==> src/design/kvt_pkg.sv <==
// Package for the key-value text tokenizer: event, error and lookahead codes,
// the character constants of the format and the result record between stages.
// No dependencies; imported by every module of the block.
package kvt_pkg;

  // Default for the top-level nesting limit
  localparam int unsigned MAX_DEPTH_DEF = 64;

  // Payload widths fixed by the stream format
  localparam int unsigned BYTE_W  = 8;
  localparam int unsigned DEPTH_W = 7;

  // Token events
  typedef enum logic [2:0] {
    EV_KEY_CHAR  = 3'd0,
    EV_VAL_CHAR  = 3'd1,
    EV_KEY_DONE  = 3'd2,
    EV_PAIR_DONE = 3'd3,
    EV_SEC_OPEN  = 3'd4,
    EV_SEC_CLOSE = 3'd5,
    EV_ERROR     = 3'd6,
    EV_DOC_END   = 3'd7
  } kvt_event_e;

  // Error and status codes
  typedef enum logic [3:0] {
    ERR_NONE         = 4'd0,
    ERR_ILLEGAL_CHAR = 4'd1,
    ERR_BAD_ESCAPE   = 4'd2,
    ERR_NESTED_CMT   = 4'd3,
    ERR_CMT_UNOPENED = 4'd4,
    ERR_NO_NAME      = 4'd5,
    ERR_CLOSE_KEY    = 4'd6,
    ERR_CLOSE_TOP    = 4'd7,
    ERR_DEPTH_OVF    = 4'd8,
    ERR_OPEN_CMT     = 4'd9
  } kvt_err_e;

  // Byte held as lookahead until the next byte
  typedef enum logic [1:0] {
    PEND_NONE   = 2'd0,
    PEND_SLASH  = 2'd1,
    PEND_STAR   = 2'd2,
    PEND_BSLASH = 2'd3
  } kvt_pend_e;

  // Characters of the format
  localparam logic [7:0] CH_NUL    = 8'h00;
  localparam logic [7:0] CH_TAB    = 8'h09;
  localparam logic [7:0] CH_LF     = 8'h0A;
  localparam logic [7:0] CH_CR     = 8'h0D;
  localparam logic [7:0] CH_SPACE  = 8'h20;
  localparam logic [7:0] CH_QUOTE  = 8'h22;
  localparam logic [7:0] CH_APOS   = 8'h27;
  localparam logic [7:0] CH_STAR   = 8'h2A;
  localparam logic [7:0] CH_SLASH  = 8'h2F;
  localparam logic [7:0] CH_BSLASH = 8'h5C;
  localparam logic [7:0] CH_LC_N   = 8'h6E;
  localparam logic [7:0] CH_LC_R   = 8'h72;
  localparam logic [7:0] CH_LC_T   = 8'h74;
  localparam logic [7:0] CH_LBRACE = 8'h7B;
  localparam logic [7:0] CH_RBRACE = 8'h7D;

  // One token event as it travels to the output register
  typedef struct packed {
    kvt_event_e           evt;
    logic [BYTE_W-1:0]    chr;
    logic [DEPTH_W-1:0]   depth;
    kvt_err_e             code;
  } kvt_result_t;

  // Space, tab, LF, VT, FF, CR
  function automatic logic kvt_is_ws(input logic [7:0] b);
    return (b == CH_SPACE) || ((b >= CH_TAB) && (b <= CH_CR));
  endfunction

endpackage

==> src/design/kvt_step.sv <==
// Tokenizer state and the single-pass decode of one document byte.
// Depends on kvt_pkg; instantiated by keyvalue_text_tokenizer.
module kvt_step
  import kvt_pkg::*;
#(
  parameter int unsigned MaxDepth = MAX_DEPTH_DEF
) (
  input  logic              clk_i,
  input  logic              rst_ni,
  input  logic              item_vld_i,
  input  logic              item_end_i,
  input  logic [7:0]        item_byte_i,
  output logic              res_vld_o,
  output kvt_result_t       res_o
);

  localparam int unsigned LvlW = $clog2(MaxDepth + 1);

  logic            quotes_q, quotes_d;
  logic            line_cmt_q, line_cmt_d;
  logic            blk_cmt_q, blk_cmt_d;
  logic            chew_q, chew_d;
  kvt_pend_e       pend_q, pend_d;
  logic            key_q, key_d;
  logic [LvlW-1:0] lvl_q, lvl_d;
  kvt_err_e        err_q, err_d;

  logic            chew_now;
  logic            is_ws;
  logic            doc_end;
  kvt_event_e      char_ev;

  assign is_ws   = kvt_is_ws(item_byte_i);
  assign doc_end = item_end_i || (item_byte_i == CH_NUL);
  assign char_ev = key_q ? EV_VAL_CHAR : EV_KEY_CHAR;

  // Next state and result for the byte in the input register
  always_comb begin
    quotes_d   = quotes_q;
    line_cmt_d = line_cmt_q;
    blk_cmt_d  = blk_cmt_q;
    chew_d     = chew_q;
    pend_d     = pend_q;
    key_d      = key_q;
    lvl_d      = lvl_q;
    err_d      = err_q;
    chew_now   = chew_q | (item_byte_i == CH_LF);
    res_vld_o  = 1'b0;
    res_o.evt  = EV_KEY_CHAR;
    res_o.chr  = CH_NUL;
    res_o.code = ERR_NONE;

    if (item_vld_i) begin
      if (item_end_i || (item_byte_i == CH_NUL)) begin
        // Document end: report status, then back to reset state
        res_vld_o = 1'b1;
        res_o.evt = EV_DOC_END;
        if (err_q != ERR_NONE) begin
          res_o.code = err_q;
        end else if (pend_q == PEND_BSLASH) begin
          res_o.code = ERR_BAD_ESCAPE;
        end else if (blk_cmt_q) begin
          res_o.code = ERR_OPEN_CMT;
        end else if (pend_q != PEND_NONE) begin
          res_o.code = ERR_ILLEGAL_CHAR;
        end
        quotes_d   = 1'b0;
        line_cmt_d = 1'b0;
        blk_cmt_d  = 1'b0;
        chew_d     = 1'b0;
        pend_d     = PEND_NONE;
        key_d      = 1'b0;
        lvl_d      = '0;
        err_d      = ERR_NONE;
      end else if (err_q != ERR_NONE) begin
        // parse stopped until the end item
      end else if (quotes_q) begin
        if (pend_q == PEND_BSLASH) begin
          // Escape sequence
          pend_d    = PEND_NONE;
          res_vld_o = 1'b1;
          res_o.evt = char_ev;
          case (item_byte_i)
            CH_LC_R:  res_o.chr = CH_CR;
            CH_LC_N:  res_o.chr = CH_LF;
            CH_LC_T:  res_o.chr = CH_TAB;
            CH_QUOTE, CH_APOS, CH_BSLASH: res_o.chr = item_byte_i;
            default: begin
              res_o.evt  = EV_ERROR;
              res_o.code = ERR_BAD_ESCAPE;
              err_d      = ERR_BAD_ESCAPE;
            end
          endcase
        end else if (chew_now && is_ws) begin
          chew_d = 1'b1;
        end else begin
          chew_d = 1'b0;
          if (item_byte_i == CH_BSLASH) begin
            pend_d = PEND_BSLASH;
          end else if (item_byte_i == CH_QUOTE) begin
            quotes_d  = 1'b0;
            key_d     = ~key_q;
            res_vld_o = 1'b1;
            res_o.evt = key_q ? EV_PAIR_DONE : EV_KEY_DONE;
          end else begin
            res_vld_o = 1'b1;
            res_o.evt = char_ev;
            res_o.chr = item_byte_i;
          end
        end
      end else if (line_cmt_q) begin
        if (item_byte_i == CH_LF) begin
          line_cmt_d = 1'b0;
        end
      end else if (blk_cmt_q) begin
        // Inside a block comment only the openers and closers matter
        if ((pend_q == PEND_SLASH) && (item_byte_i == CH_STAR)) begin
          res_vld_o  = 1'b1;
          res_o.evt  = EV_ERROR;
          res_o.code = ERR_NESTED_CMT;
          err_d      = ERR_NESTED_CMT;
        end else if ((pend_q == PEND_STAR) && (item_byte_i == CH_SLASH)) begin
          pend_d    = PEND_NONE;
          blk_cmt_d = 1'b0;
        end else if (item_byte_i == CH_SLASH) begin
          pend_d = PEND_SLASH;
        end else if (item_byte_i == CH_STAR) begin
          pend_d = PEND_STAR;
        end else begin
          pend_d = PEND_NONE;
        end
      end else if (pend_q == PEND_SLASH) begin
        pend_d = PEND_NONE;
        if (item_byte_i == CH_SLASH) begin
          line_cmt_d = 1'b1;
        end else if (item_byte_i == CH_STAR) begin
          blk_cmt_d = 1'b1;
        end else begin
          res_vld_o  = 1'b1;
          res_o.evt  = EV_ERROR;
          res_o.code = ERR_ILLEGAL_CHAR;
          err_d      = ERR_ILLEGAL_CHAR;
        end
      end else if (pend_q == PEND_STAR) begin
        pend_d     = PEND_NONE;
        res_vld_o  = 1'b1;
        res_o.evt  = EV_ERROR;
        res_o.code = (item_byte_i == CH_SLASH) ? ERR_CMT_UNOPENED : ERR_ILLEGAL_CHAR;
        err_d      = res_o.code;
      end else begin
        // Plain text between tokens
        pend_d = PEND_NONE;
        case (item_byte_i)
          CH_QUOTE: begin
            quotes_d = 1'b1;
            chew_d   = 1'b0;
          end
          CH_LBRACE: begin
            res_vld_o = 1'b1;
            if (!key_q) begin
              res_o.evt  = EV_ERROR;
              res_o.code = ERR_NO_NAME;
              err_d      = ERR_NO_NAME;
            end else if (lvl_q >= LvlW'(MaxDepth)) begin
              res_o.evt  = EV_ERROR;
              res_o.code = ERR_DEPTH_OVF;
              err_d      = ERR_DEPTH_OVF;
            end else begin
              lvl_d     = lvl_q + 1'b1;
              key_d     = 1'b0;
              res_o.evt = EV_SEC_OPEN;
            end
          end
          CH_RBRACE: begin
            res_vld_o = 1'b1;
            if (key_q) begin
              res_o.evt  = EV_ERROR;
              res_o.code = ERR_CLOSE_KEY;
              err_d      = ERR_CLOSE_KEY;
            end else if (lvl_q == '0) begin
              res_o.evt  = EV_ERROR;
              res_o.code = ERR_CLOSE_TOP;
              err_d      = ERR_CLOSE_TOP;
            end else begin
              lvl_d     = lvl_q - 1'b1;
              res_o.evt = EV_SEC_CLOSE;
            end
          end
          CH_SLASH: pend_d = PEND_SLASH;
          CH_STAR:  pend_d = PEND_STAR;
          default: begin
            if (item_byte_i == CH_LF) begin
              chew_d = 1'b0;
            end
            if (!is_ws) begin
              res_vld_o  = 1'b1;
              res_o.evt  = EV_ERROR;
              res_o.code = ERR_ILLEGAL_CHAR;
              err_d      = ERR_ILLEGAL_CHAR;
            end
          end
        endcase
      end
    end

    // Depth reported is the level after this event; end reports the level before reset
    res_o.depth = doc_end ? DEPTH_W'(lvl_q) : DEPTH_W'(lvl_d);
  end

  // State registers
  always_ff @(posedge clk_i or negedge rst_ni) begin
    if (!rst_ni) begin
      quotes_q   <= 1'b0;
      line_cmt_q <= 1'b0;
      blk_cmt_q  <= 1'b0;
      chew_q     <= 1'b0;
      pend_q     <= PEND_NONE;
      key_q      <= 1'b0;
      lvl_q      <= '0;
      err_q      <= ERR_NONE;
    end else begin
      quotes_q   <= quotes_d;
      line_cmt_q <= line_cmt_d;
      blk_cmt_q  <= blk_cmt_d;
      chew_q     <= chew_d;
      pend_q     <= pend_d;
      key_q      <= key_d;
      lvl_q      <= lvl_d;
      err_q      <= err_d;
    end
  end

endmodule

==> src/design/kvt_out_stage.sv <==
// Output register of the tokenizer: holds one token event for the receiver
// and tells the upstream stage when it may hand over the next one.
// Depends on kvt_pkg; instantiated by keyvalue_text_tokenizer.
module kvt_out_stage
  import kvt_pkg::*;
(
  input  logic        clk_i,
  input  logic        rst_ni,
  input  logic        res_vld_i,
  input  kvt_result_t res_i,
  output logic        can_take_o,
  output logic        out_vld_o,
  input  logic        out_rdy_i,
  output kvt_result_t out_o
);

  logic        vld_q;
  kvt_result_t data_q;

  // Free when empty or being drained this cycle
  assign can_take_o = !vld_q || out_rdy_i;

  always_ff @(posedge clk_i or negedge rst_ni) begin
    if (!rst_ni) begin
      vld_q <= 1'b0;
    end else if (can_take_o) begin
      vld_q <= res_vld_i;
    end
  end

  always_ff @(posedge clk_i) begin
    if (can_take_o && res_vld_i) begin
      data_q <= res_i;
    end
  end

  assign out_vld_o = vld_q;
  assign out_o     = data_q;

endmodule

==> src/design/keyvalue_text_tokenizer.sv <==
// Top level of the key-value text tokenizer: input register, step logic
// and output register. Depends on kvt_pkg, kvt_step and kvt_out_stage.
//
// Usage:
//   s_axis carries the document: tdata is one text byte, tuser marks the
//   end-of-document item (tdata is then ignored). A zero byte also ends the
//   document. m_axis carries token events: tuser is the event kind, tdata
//   holds the decoded character, the nesting depth after the event and the
//   error or status code.
//   Each byte causes zero or one event. An accepted item waits in the input
//   register and passes through the step logic into the output register once
//   that register has room; its event is then shown on m_axis. The block takes
//   one byte every cycle as long as the receiver keeps up; the figure is set
//   by the single pass from the input register through the step logic into
//   the output register. When the receiver stalls with an event held, the
//   input register fills and s_axis_tready drops until the event is taken.
//   Reset empties both registers and puts the tokenizer at the start of a
//   document with depth zero; every end-of-document item does the same after
//   reporting its status. After the first error, bytes give no events until
//   the end item.
module keyvalue_text_tokenizer
  import kvt_pkg::*;
#(
  parameter int unsigned MaxDepth = MAX_DEPTH_DEF
) (
  input  logic        clk_i,
  input  logic        rst_ni,
  input  logic        s_axis_tvalid,
  output logic        s_axis_tready,
  input  logic [7:0]  s_axis_tdata,   // [7:0] byte_in
  input  logic        s_axis_tuser,   // [0] mode
  output logic        m_axis_tvalid,
  input  logic        m_axis_tready,
  output logic [23:0] m_axis_tdata,   // [7:0] char_out, [14:8] depth, [18:15] error_code
  output logic [2:0]  m_axis_tuser    // [2:0] event_res
);

  logic        in_vld_q;
  logic        in_end_q;
  logic [7:0]  in_byte_q;
  logic        advance;
  logic        can_take;
  logic        res_vld;
  kvt_result_t res;
  kvt_result_t out_res;

  // Input register moves on whenever the output register has room
  assign advance       = in_vld_q && can_take;
  assign s_axis_tready = !in_vld_q || advance;

  always_ff @(posedge clk_i or negedge rst_ni) begin
    if (!rst_ni) begin
      in_vld_q <= 1'b0;
    end else if (s_axis_tready) begin
      in_vld_q <= s_axis_tvalid;
    end
  end

  always_ff @(posedge clk_i) begin
    if (s_axis_tvalid && s_axis_tready) begin
      in_end_q  <= s_axis_tuser;
      in_byte_q <= s_axis_tdata;
    end
  end

  kvt_step #(
    .MaxDepth (MaxDepth)
  ) u_step (
    .clk_i       (clk_i),
    .rst_ni      (rst_ni),
    .item_vld_i  (advance),
    .item_end_i  (in_end_q),
    .item_byte_i (in_byte_q),
    .res_vld_o   (res_vld),
    .res_o       (res)
  );

  kvt_out_stage u_out (
    .clk_i      (clk_i),
    .rst_ni     (rst_ni),
    .res_vld_i  (res_vld),
    .res_i      (res),
    .can_take_o (can_take),
    .out_vld_o  (m_axis_tvalid),
    .out_rdy_i  (m_axis_tready),
    .out_o      (out_res)
  );

  // Pack the result onto the stream
  assign m_axis_tuser = out_res.evt;
  assign m_axis_tdata = {5'b0, out_res.code, out_res.depth, out_res.chr};

endmodule

==> config.mk <==
export PLATFORM = sky130hd
export DESIGN_NAME = keyvalue_text_tokenizer
export DESIGN_NICKNAME = d
export VERILOG_FILES = /design/src/design/kvt_pkg.sv /design/src/design/kvt_step.sv /design/src/design/kvt_out_stage.sv /design/src/design/keyvalue_text_tokenizer.sv
export SDC_FILE = /design/constraint.sdc
export NUM_CORES = 1
export LEC_CHECK = 0
export ABC_CLOCK_PERIOD_IN_PS = 8300
export BUFFER_PORTS_ARGS = -buffer_cell sky130_fd_sc_hd__clkbuf_2
export CAP_MARGIN = 20
export CORE_MARGIN = 5
export CORE_UTILIZATION = 35
export CTS_CLUSTER_DIAMETER = 60
export DETAILED_ROUTE_END_ITERATION = 16
export GPL_TIMING_DRIVEN = 0
export SETUP_SLACK_MARGIN = 0.4
export SLEW_MARGIN = 20
export SYNTH_ARGS = -nofsm -noshare
export SYNTH_HDL_FRONTEND = slang
export SYNTH_SLANG_ARGS = --single-unit
==> constraint.sdc <==
create_clock -name clk_i -period 8.3 [get_ports clk_i]
set_clock_uncertainty 0.2 [all_clocks]
set_input_delay 1.66 -clock clk_i [delete_from_list [all_inputs] [get_ports clk_i]]
set_output_delay 1.66 -clock clk_i [all_outputs]
set_load 0.005 [all_outputs]
After elaboration in Yosys (flattened, before gate mapping) --
Index checks and enable logic that the tools add are counted.
Cells by class: multiplexer cells 167, reductions and logical operators 32, bitwise operators 4, add/sub/neg operators 2, equality and inequality tests 39, magnitude comparators 3
Operators by type and width (number):
- 2-to-1 mux 4 bit | 32
- 2-to-1 mux 7 bit | 13
- 2-to-1 mux 1 bit | 74
- equality test 8 x 7 -> 1 bit, second input constant | 6
- 2-to-1 mux 3 bit | 16
- 2-to-1 mux 11 bit | 4
- equality test 8 x 6 -> 1 bit, second input constant | 5
- 2-to-1 mux 2 bit | 18
- case mux 8 bit (4 select lines) | 1
- case mux 4 bit (3 select lines) | 2
- inequality test 3 bit, second input constant | 6
- 2-to-1 mux 8 bit | 2
- inequality test 8 x 6 -> 1 bit, second input constant | 2
- case mux 7 bit (2 select lines) | 1
- AND reduction 12 bit | 1
- AND reduction 11 bit | 1
- inequality test 5 x 2 -> 1 bit, second input constant | 2
- inequality test 3 x 1 -> 1 bit, second input constant | 3
- case mux 3 bit (3 select lines) | 1
- AND reduction 9 bit | 1
- equality test 8 x 4 -> 1 bit, second input constant | 1
- >= comparator 8 x 4 -> 1 bit, second input constant | 1
- <= comparator 8 x 4 -> 1 bit, second input constant | 1
- zero test 8 bit | 1
- other kinds (31) | 52
Word-level totals: output and inout port bits 29, logic and storage cells 263, input port bits 13, register bits after elaboration 51

Logic depth before layout (Yosys ltp) --
Gate-level depths: netlist of run 1.
depth in word-level cells 14, gate-level depth with buffers 11, depth with buffers taken out 9

By module --
A second synthesis of run 1 with hierarchy kept.
Second synthesis, totals: cell total of the unflattened synthesis 399, area total of the unflattened synthesis 3617.2 um2
Modules (own cells, without submodules):
- kvt_step | area each 2531.2 um2, instances 1, cells an instance 353, seq. area each 450.4 um2
- kvt_out_stage | area each 714.4 um2, instances 1, cells an instance 26, seq. area each 685.7 um2
- keyvalue_text_tokenizer | area each 371.6 um2, instances 1, cells an instance 20, seq. area each 295.3 um2

Worst setup path before layout of run 1 --
No wires, ideal clock.
kind input -> output, start input port m_axis_tready, end output port s_axis_tready, setup slack 4334 ps, data arrival time 2106 ps, buffers on the path 0, data required time 6440 ps, stages 2, cell sequence nand2b_1 > or2_2
On the way: longest elaborated chain between the ends 3
RTL lines:
- start: declaration | line keyvalue_text_tokenizer.sv:33 | input logic m_axis_tready,
- logical OR 1 bit | line kvt_out_stage.sv:21 | assign can_take_o = !vld_q || out_rdy_i;
- logical AND 1 bit | line keyvalue_text_tokenizer.sv:48 | assign advance = in_vld_q && can_take;
- logical OR 1 bit | line keyvalue_text_tokenizer.sv:49 | assign s_axis_tready = !in_vld_q || advance;
- end: declaration | line keyvalue_text_tokenizer.sv:29 | output logic s_axis_tready,
Every way passes these cells.

Worst setup path after layout of run 1 --
Ends and elaborated chain as after synthesis.

==> out/summary.txt, run 1 <==
Worst Path Class, Setup: in -> out
Flop pwr share: 48.2%
CTS H-tree depth: 2
initial core utilization: 36.0%
RSZ-0062 raised after global routing: false
count of cell types in the netlist: 74
Min-Delay Path Class: reg -> reg
setup ws final: 4.11 ns
final instance area: 4010 sq um
Hold Path Depth: 2
Clock Sinks: 51
setup bufs post-CTS: 0
DRC: 0
WP data required: 6.44 ns
crit path time final: 4.19 ns
Die Wd: 111 um
CP Capture Type: primary output
vias per std cell: 5.88
DRT Wirelength: 10.5 mm
port bufs: 36
NumNets Final: 468
final hold vios: 0
most frequent cells in the layout: 47 x nand2_1, 37 x clkbuf_2, 31 x nor2_1, 31 x edfxtp_1, 27 x a21oi_1
vias in the first global route: 3,266
Power Internal: 431 uW
relative slew slack: 39.6%
Routed WL per cell: 18.0 um
Power, Total: 654 uW
post-route ant nets: 0
sw frac: 34.2%
Core ar.: 9820 sq um
initial antenna violation count: 0
io pins: 42
largest net degree at the start of global routing: 21
RePlAce Congestion: 0.961
Area Growth Syn to Fin: 13.4%
Max Slew Vio Count: 0
commonest non-fill, non-tap cell in the layout: nand2_1
Num CTS Buffers: 5
GRT Total Usage: 17.2%
Max Clock Freq: 239 MHz
number of synthesized flops with an enable pin: 31
Syn. warnings: 0
cell area after synthesis: 3540 sq um
Syn Inst Count: 401
power density cells: 163 nW/um^2
DR iter-0 viols: 464
CTS tree: done
DP Worst Slack: 4.12 ns
Vias: 3,429
Worst Path Max Fanout: 4
net switching power: 224 uW
global-route wire length before repair: 17.4 mm
Worst-Margin Slew: 0.898 ns
setup_tns: 0 ns
DP Area: 3920 sq um
Max Root-Sink Buffers: 2
peak supply drop: 0.0000582 V
Worst-Skew Late Latency: 0.32 ns
R2R depth: 12
leakage power: 0.00162 uW
post-layout util: 40.9%
clock input transition at the sequential cells of the worst setup and hold paths: 0.10 ns
root buffer selected by CTS: clkbuf_8
period utilization: 50.4%
Overflow after GRT: 0
Startpoint Class: input pin
Clock Power Share: 23.2%
Seq/Total Area, Yosys: 40.5%
die area: 12,200 sq um
row cnt: 36
Synth Register Bits: 51
Die Y: 111 um
dpl hpwl: 7.80 mm
setup violators final: 0
# hold bufs at CTS: 0
asr flop ratio synth: 39.2%
ant diodes: 0
fillers: 1,002
worst path arrival time: 2.33 ns
post-CTS sizing: 0
DRT Pass-1 Iters: 5
max-cap violations: 0
syn avg cell area: 8.82 sq um
Gate power share: 28.7%
Most used DFF post-synth: edfxtp_1
run status: finished, final reports clean
layout cells sized above 1: 18.2%
==> synth_stat cells, drive strengths merged (4+ instances only) <==
master	number	share of area, %
or2	5	0.88
nand2	47	5.0
nor2	33	3.7
ha	6	2.1
o21ai	27	3.8
o41ai	4	0.99
and2	9	1.7
nor4	4	0.71
clkbuf	21	2.3
dfrtp	20	14
nor3	20	3.0
a21oi	28	4.1
nor2b	4	0.71
buf	17	2.9
nand3	11	1.7
and3	6	1.1
nand2b	4	0.71
inv	7	0.74
nand3b	5	1.1
and4b	5	1.4
edfxtp	31	26
a31oi	6	1.1
a21o	7	1.5
or4	5	1.1
a211oi	4	0.99
o2bb2ai	4	0.99
==> through the flow <==
stage	hold WS (ns)	instances
floorplan	0.278	405
finish	0.337	583
CTS	0.330	583
global route	0.388	583
global placement	0.302	574
detailed placement	0.306	575
==> power by group through the flow <==
stage	Combinational [uW]	Sequential (uW)	Clock (uW)
after detailed placement	183	321	0
after CTS	184	315	157
after global placement	178	320	0
after floorplan	114	321	0
final	188	315	152
after global routing	205	318	169
==> logic make-up (layout without fill, tap and decap cells) <==
kind of cell / count (synthesis) / count (layout) / synth area share [%]
mux: 5 / 5 / 1.52
compound gates: 114 / 114 / 21.7
fa+ha+maj: 6 / 6 / 2.12
other cells: 1 / 5 / 0.106
xor+xnor: 3 / 3 / 0.743
flops: 51 / 51 / 40.5
buf+inv: 45 / 90 / 5.94
simple gates: 176 / 176 / 27.4
==> layer usage <==
layer,vias to the layer above,GRT usage (%),wire [um]
li1,1581,-,-
met1,1599,24.3,4480
met2,229,26.4,4670
met3,20,3.50,1180
met4,0,5.17,167
met5,-,0,0
==> worst max-delay path, stage by stage <==
cell and delay, ns:
clkbuf_2 0.07, nand2b_1 0.17, or2_2 0.31, clkbuf_2 0.12
==> state kept, by name, indices dropped and copies added, names as in the netlist, 2 cells and up <==
register / flops
in_byte_q: 8
u_out.out_o: 22
u_step.err_q: 4
u_step.lvl_q: 7
u_step.pend_q: 2
==> path summary, 6_finish.rpt <==
kind,start,endpoint,slack [ns]
min reg2reg,u_step.chew_q,u_step.chew_q,0.34
max in group asynchronous,rst_ni,u_step.chew_q,6.38
max,m_axis_tready,s_axis_tready,4.11
max reg2reg,u_step.pend_q[1],u_out.out_o[8],4.97
min,u_step.chew_q,u_step.chew_q,0.34
min in group asynchronous,rst_ni,u_step.lvl_q[5],1.12
==> layout make-up <==
class	instances	area, sq um	share of cell area [%]
Multi-Input combinational cell	309	1920	47.9
Sequential cell	51	1430	35.7
Timing Repair Buffer	37	195	4.86
Buffer	38	184	4.58
Tap cell	133	166	4.15
Clock buffer	6	72.6	1.81
Inverter	7	26.3	0.655
Clock inverter	2	16.3	0.405
Power figures use the tool's default switching activity.
==> run 2: changes to the inputs <==
--- a/config.mk
+++ b/config.mk
@@ -5,7 +5,7 @@
 export SDC_FILE = /design/constraint.sdc
 export NUM_CORES = 1
 export LEC_CHECK = 0
-export ABC_CLOCK_PERIOD_IN_PS = 8300
+export ABC_CLOCK_PERIOD_IN_PS = 3500
 export BUFFER_PORTS_ARGS = -buffer_cell sky130_fd_sc_hd__clkbuf_2
 export CAP_MARGIN = 20
 export CORE_MARGIN = 5
==> constraint.sdc (replaced) <==
create_clock -name clk_i -period 3.5 [get_ports clk_i]
set_clock_uncertainty 0.2 [all_clocks]
set_input_delay 0.7 -clock clk_i [delete_from_list [all_inputs] [get_ports clk_i]]
set_output_delay 0.7 -clock clk_i [all_outputs]
set_load 0.005 [all_outputs]
==> out/summary.txt, run 2 (synthesized netlist as in run 1, its figures left out) <==
row cnt: 36
global-route wire length before repair: 17.6 mm
CP Capture Type: flip-flop
Vias: 3,414
DP Area: 3910 sq um
worst path arrival time: 2.77 ns
Num CTS Buffers: 5
Max Slew Vio Count: 0
CTS H-tree depth: 2
Overflow after GRT: 0
Min-Delay Path Class: in -> async
Max Root-Sink Buffers: 2
DRC: 0
Area Growth Syn to Fin: 15.9%
Worst-Skew Late Latency: 0.30 ns
dpl hpwl: 7.79 mm
most frequent cells in the layout: 46 x nand2_1, 39 x clkbuf_2, 31 x nor2_1, 31 x edfxtp_1
Worst Path Max Fanout: 11
net switching power: 529 uW
Die Y: 111 um
Worst Path Class, Setup: reg -> reg
WP depth: 8
root buffer selected by CTS: clkbuf_8
run status: finished, final reports clean
period utilization: 82.7%
io pins: 42
initial antenna violation count: 0
commonest non-fill, non-tap cell in the layout: nand2_1
Largest register FFs: 22
Worst-Margin Slew: 0.870 ns
DRT Wirelength: 10.5 mm
NumNets Final: 469
initial core utilization: 36.0%
crit path time final: 2.89 ns
DRT Pass-1 Iters: 5
Power Internal: 1110 uW
Clock Power Share: 25.3%
post-layout util: 41.8%
power density cells: 399 nW/um^2
port bufs: 36
Max Clock Freq: 346 MHz
Multi-input gate area: 1980 sq um
post-route ant nets: 0
Clock Sinks: 51
CP delay by family, top: simple AND/OR/NAND/NOR gates
CTS tree: done
Routed WL per cell: 18.0 um
WP data required: 3.38 ns
Startpoint Class: flip-flop
FF/Latch Area: 1430 sq um
setup ws final: 0.606 ns
setup violators final: 0
fillers: 1,032
Gate power share: 29.0%
layout cells sized above 1: 20.0%
Flop pwr share: 45.7%
die area: 12,200 sq um
vias in the first global route: 3,311
Core ar.: 9820 sq um
RePlAce Congestion: 0.970
final instance area: 4100 sq um
final hold vios: 0
max-cap violations: 0
RSZ-0062 raised after global routing: false
DP Worst Slack: 0.0136 ns
DR iter-0 viols: 333
GRT Total Usage: 17.3%
slowest stage delay, CP: 0.57 ns
leakage power: 0.00165 uW
Hold WS: 0.156 ns
Die Wd: 111 um
ant diodes: 0
largest net degree at the start of global routing: 21
relative slew slack: 41.5%
vias per std cell: 5.85
Crit-path slowest cell: or4b_1
sw frac: 32.4%
Buf/Inv on CP: 1
clock input transition at the sequential cells of the worst setup and hold paths: 0.09 ns
peak supply drop: 0.000166 V
R2R depth: 8
critical path cell sequence: or4b_1, a211oi_2, o22ai_1, and2_4, or2_1, a21oi_4, nor2_4, buf_12
setup_tns: 0 ns
-- run 2: cell types whose count changed in the layout (fill, tap and decap cells not counted), sizes merged --
cell    change
buf         -1
nor2        +1
bufinv      +1
clkbuf      +1
inv         -1
-- run 2: through the flow --
stage,total power [uW],std cells
2_1_floorplan,1030,405
3_3_place_gp,1180,574
3_5_place_dp,1190,574
4_1_cts,1610,583
5_1_grt,1720,584
6_report,1640,584
-- run 2: layout make-up --
cell class,instances,area share (%)
Inverter,7,0.641
Tap cell,133,4.06
Clock inverter,2,0.915
Sequential cell,51,34.9
Multi-Input combinational cell,310,48.3
Timing Repair Buffer,37,4.88
Clock buffer,6,1.77
Buffer,38,4.55
-- run 2: per-layer routing --
metal / vias up / routed length, um / track usage [%]
li1: 1589 / - / -
met5: - / 0 / 0
met4: 0 / 253 / 6.32
met1: 1606 / 4770 / 24.6
met2: 189 / 4650 / 26.5
met3: 30 / 826 / 2.52
-- run 2: power groups by stage --
stage	combinational [uW]	sequential, uW	clock (uW)
after global placement	419	758	0
after global routing	516	754	451
after detailed placement	424	762	0
after floorplan	271	760	0
after CTS	436	748	429
final	475	747	414
-- run 2: final timing paths --
| kind | from | slack (ns) | end |
|---|---|---|---|
| worst max-delay path | in_byte_q[0] | 0.61 | u_out.out_o[3] |
| worst max register to register | in_byte_q[0] | 0.61 | u_out.out_o[3] |
| worst min register to register | u_step.chew_q | 0.33 | u_step.chew_q |
| worst min-delay path | rst_ni | 0.16 | u_step.lvl_q[0] |
| max in group asynchronous | rst_ni | 2.57 | u_step.err_q[2] |
| min in group clk_i | u_step.chew_q | 0.33 | u_step.chew_q |
-- run 2: repair_timing --
action | CTS | global route
endpoints found under the setup margin | 22 | 31
resized for setup | 2 | 11
pin swaps | 1 | 2
gates cloned | 1 | 0
hold buffers | 0 | 0
buffers inserted | 0 | 1
==> run 3: changes to the inputs <==
--- a/config.mk
+++ b/config.mk
@@ -5,7 +5,8 @@
 export SDC_FILE = /design/constraint.sdc
 export NUM_CORES = 1
 export LEC_CHECK = 0
-export ABC_CLOCK_PERIOD_IN_PS = 3500
+export ABC_AREA = 1
+export ABC_CLOCK_PERIOD_IN_PS = 2700
 export BUFFER_PORTS_ARGS = -buffer_cell sky130_fd_sc_hd__clkbuf_2
 export CAP_MARGIN = 20
 export CORE_MARGIN = 5
==> constraint.sdc (replaced) <==
create_clock -name clk_i -period 2.7 [get_ports clk_i]
set_clock_uncertainty 0.2 [all_clocks]
set_input_delay 0.54 -clock clk_i [delete_from_list [all_inputs] [get_ports clk_i]]
set_output_delay 0.54 -clock clk_i [all_outputs]
set_load 0.005 [all_outputs]
==> out/summary.txt, run 3 <==
Min-Delay Path Class: in -> async
die area: 12,300 sq um
Power, Total: 3500 uW
post-route ant nets: 0
fillers: 927
Startpoint Class: flip-flop
largest net degree at the start of global routing: 21
Area contributors post-synth: edfxtp_1 26%, dfrtp_1 14%, nand2_1 13%
RSZ-0062 raised after global routing: true
leakage power: 0.00219 uW
Worst Path Class, Setup: reg -> reg
peak supply drop: 0.000282 V
crit path time final: 2.49 ns
Worst-Margin Slew: 0.563 ns
cell area after synthesis: 3570 sq um
vias per std cell: 5.12
Worst-Skew Late Latency: 0.32 ns
ant diodes: 0
DRT Pass-1 Iters: 6
syn avg cell area: 7.49 sq um
Worst Path Max Fanout: 4
GRT Total Usage: 16.8%
failing checks: hold timing
most frequent cells in the layout: 99 x nand2_1, 49 x inv_1, 48 x buf_4
run status: complete, but fails checks
vias in the first global route: 3,468
Vias: 3,620
CTS H-tree depth: 2
leading area contributor after synthesis: edfxtp_1
Syn Inst Count: 477
Hold WS: -0.00529 ns
Overflow after GRT: 0
row cnt: 36
Max Root-Sink Buffers: 2
Max Slew Vio Count: 0
number of synthesized flops with an enable pin: 31
power density cells: 741 nW/um^2
initial core utilization: 36.2%
DR iter-0 viols: 297
CP Capture Type: flip-flop
Clock Sinks: 51
layout cells sized above 1: 34.7%
worst path arrival time: 2.37 ns
Largest register FFs: 22
DP Area: 3960 sq um
DRT Wirelength: 10.7 mm
port bufs: 36
Seq/Total Area, Yosys: 40.1%
FF/Latch Area: 1430 sq um
global-route wire length before repair: 17.1 mm
commonest non-fill, non-tap cell in the layout: nand2_1
period utilization: 92.1%
NumNets Final: 592
Num CTS Buffers: 5
Max Clock Freq: 402 MHz
final instance area: 4720 sq um
max-cap violations: 0
Routed WL per cell: 15.2 um
Core ar.: 9860 sq um
Area Growth Syn to Fin: 32.2%
Die Wd: 111 um
relative slew slack: 62.5%
Most used DFF post-synth: edfxtp_1
dpl hpwl: 7.37 mm
count of cell types in the netlist: 45
Synth top cells by count: 123 x nand2_1, 54 x inv_1, 49 x nor2_1
Multi-input gate area: 2080 sq um
clock input transition at the sequential cells of the worst setup and hold paths: 0.10 ns
root buffer selected by CTS: clkbuf_8
WP data required: 2.59 ns
setup violators final: 0
io pins: 42
DRC: 0
initial antenna violation count: 0
most numerous cell in the Yosys netlist: nand2_1
RePlAce Congestion: 0.967
Synth Register Bits: 51
area share of the largest cell type after synthesis: 26.1%
Die Y: 111 um
final hold vios: 10
post-layout util: 47.9%
asr flop ratio synth: 39.2%
Syn. warnings: 0
CTS tree: done
run 3: cell types whose count changed in the layout (fill, tap and decap cells not counted), sizes merged, moves of 6 or more:
cell / before / now
nand2: 47 / 136
buf: 17 / 57
nand3: 11 / 40
o21ai: 27 / 37
a21o: 7 / 0
and3: 6 / 0
nor3: 20 / 12
clkbuf: 64 / 46
and2: 9 / 1
nor2: 34 / 62
inv: 7 / 59
run 3: through the flow:
stage / setup WS, ns / setup TNS, ns / cells
floorplan: 0.401 / 0 / 481
global placement: -0.0923 / -2.00 / 650
detailed placement: -0.129 / -2.79 / 650
CTS: 0.396 / 0 / 695
global route: 0.170 / 0 / 707
finish: 0.215 / 0 / 707
run 3: cell type report:
type | count | share of cell area (%)
Timing Repair Buffer | 84 | 12.2
Clock buffer | 6 | 1.54
Multi-Input combinational cell | 356 | 44.0
Buffer | 13 | 1.83
Clock inverter | 2 | 1.27
Timing Repair inverter | 1 | 0.159
Tap cell | 133 | 3.53
Inverter | 61 | 5.09
Sequential cell | 51 | 30.4
run 3: what timing repair did:
action	in CTS	in global routing
resized for setup	34	49
endpoints found under the setup margin	26	52
pin swaps	16	16
buffers inserted	36	12
hold endpoints to repair	0	0
hold buffers	0	0
cloned	1	0
run 3: logic make-up (layout without fill, tap and decap cells):
| logic type | after synthesis | in the layout | share of synthesized area (%) |
|---|---|---|---|
| buffers and inverters | 74 | 167 | 8.86 |
| xor gates and xnor gates | 3 | 3 | 0.736 |
| DFF | 51 | 51 | 40.1 |
| other | 1 | 5 | 0.105 |
| AOI/OAI and AO/OA | 80 | 80 | 13.5 |
| adders and majority gates | 6 | 6 | 2.10 |
| and+or+nand+nor | 262 | 262 | 34.6 |
run 3: path summary, 6_finish.rpt:
| check | slack, ns | cells past startpoint | end | startpoint |
|---|---|---|---|---|
| max | 0.21 | 13 | u_out.out_o[0] | in_byte_q[5] |
| min | -0.005 | 1 | u_step.err_q[2] | rst_ni |
| max reg2reg | 0.21 | 13 | u_out.out_o[0] | in_byte_q[5] |
| min reg2reg | 0.31 | 2 | u_step.err_q[1] | u_step.err_q[1] |
| max in group asynchronous | 1.90 | 1 | u_step.blk_cmt_q | rst_ni |
| min in group clk_i | 0.19 | 1 | in_byte_q[6] | s_axis_tdata[6] |
run 3: worst max-delay path, stage by stage, from the launching register on:
cell and delay, ns:
edfxtp_1 0.48, inv_1 0.17, nand3_1 0.11, nor3_2 0.29
inv_1 0.17, nand2_4 0.12, nand3_2 0.07, nand2_1 0.08
inv_1 0.05, nand3_2 0.07, nand2_2 0.06, nand2_4 0.09
clkinvlp_4 0.13, buf_4 0.16
run 3: per-layer routing:
| metal | track usage [%] | vias up | share of wire [%] |
|---|---|---|---|
| met2 | 26.3 | 173 | 46 |
| met5 | 0 | - | 0 |
| met3 | 2.84 | 23 | 7.4 |
| li1 | - | 1763 | - |
| met1 | 23.1 | 1661 | 44 |
| met4 | 6.89 | 0 | 3.1 |
run 3: report_power, final:
| part | leakage (uW) | internal (uW) | switching (uW) |
|---|---|---|---|
| sequential | 0.000564 | 1050 | 111 |
| combinational | 0.00156 | 625 | 1080 |
| clock | 0.0000654 | 371 | 270 |
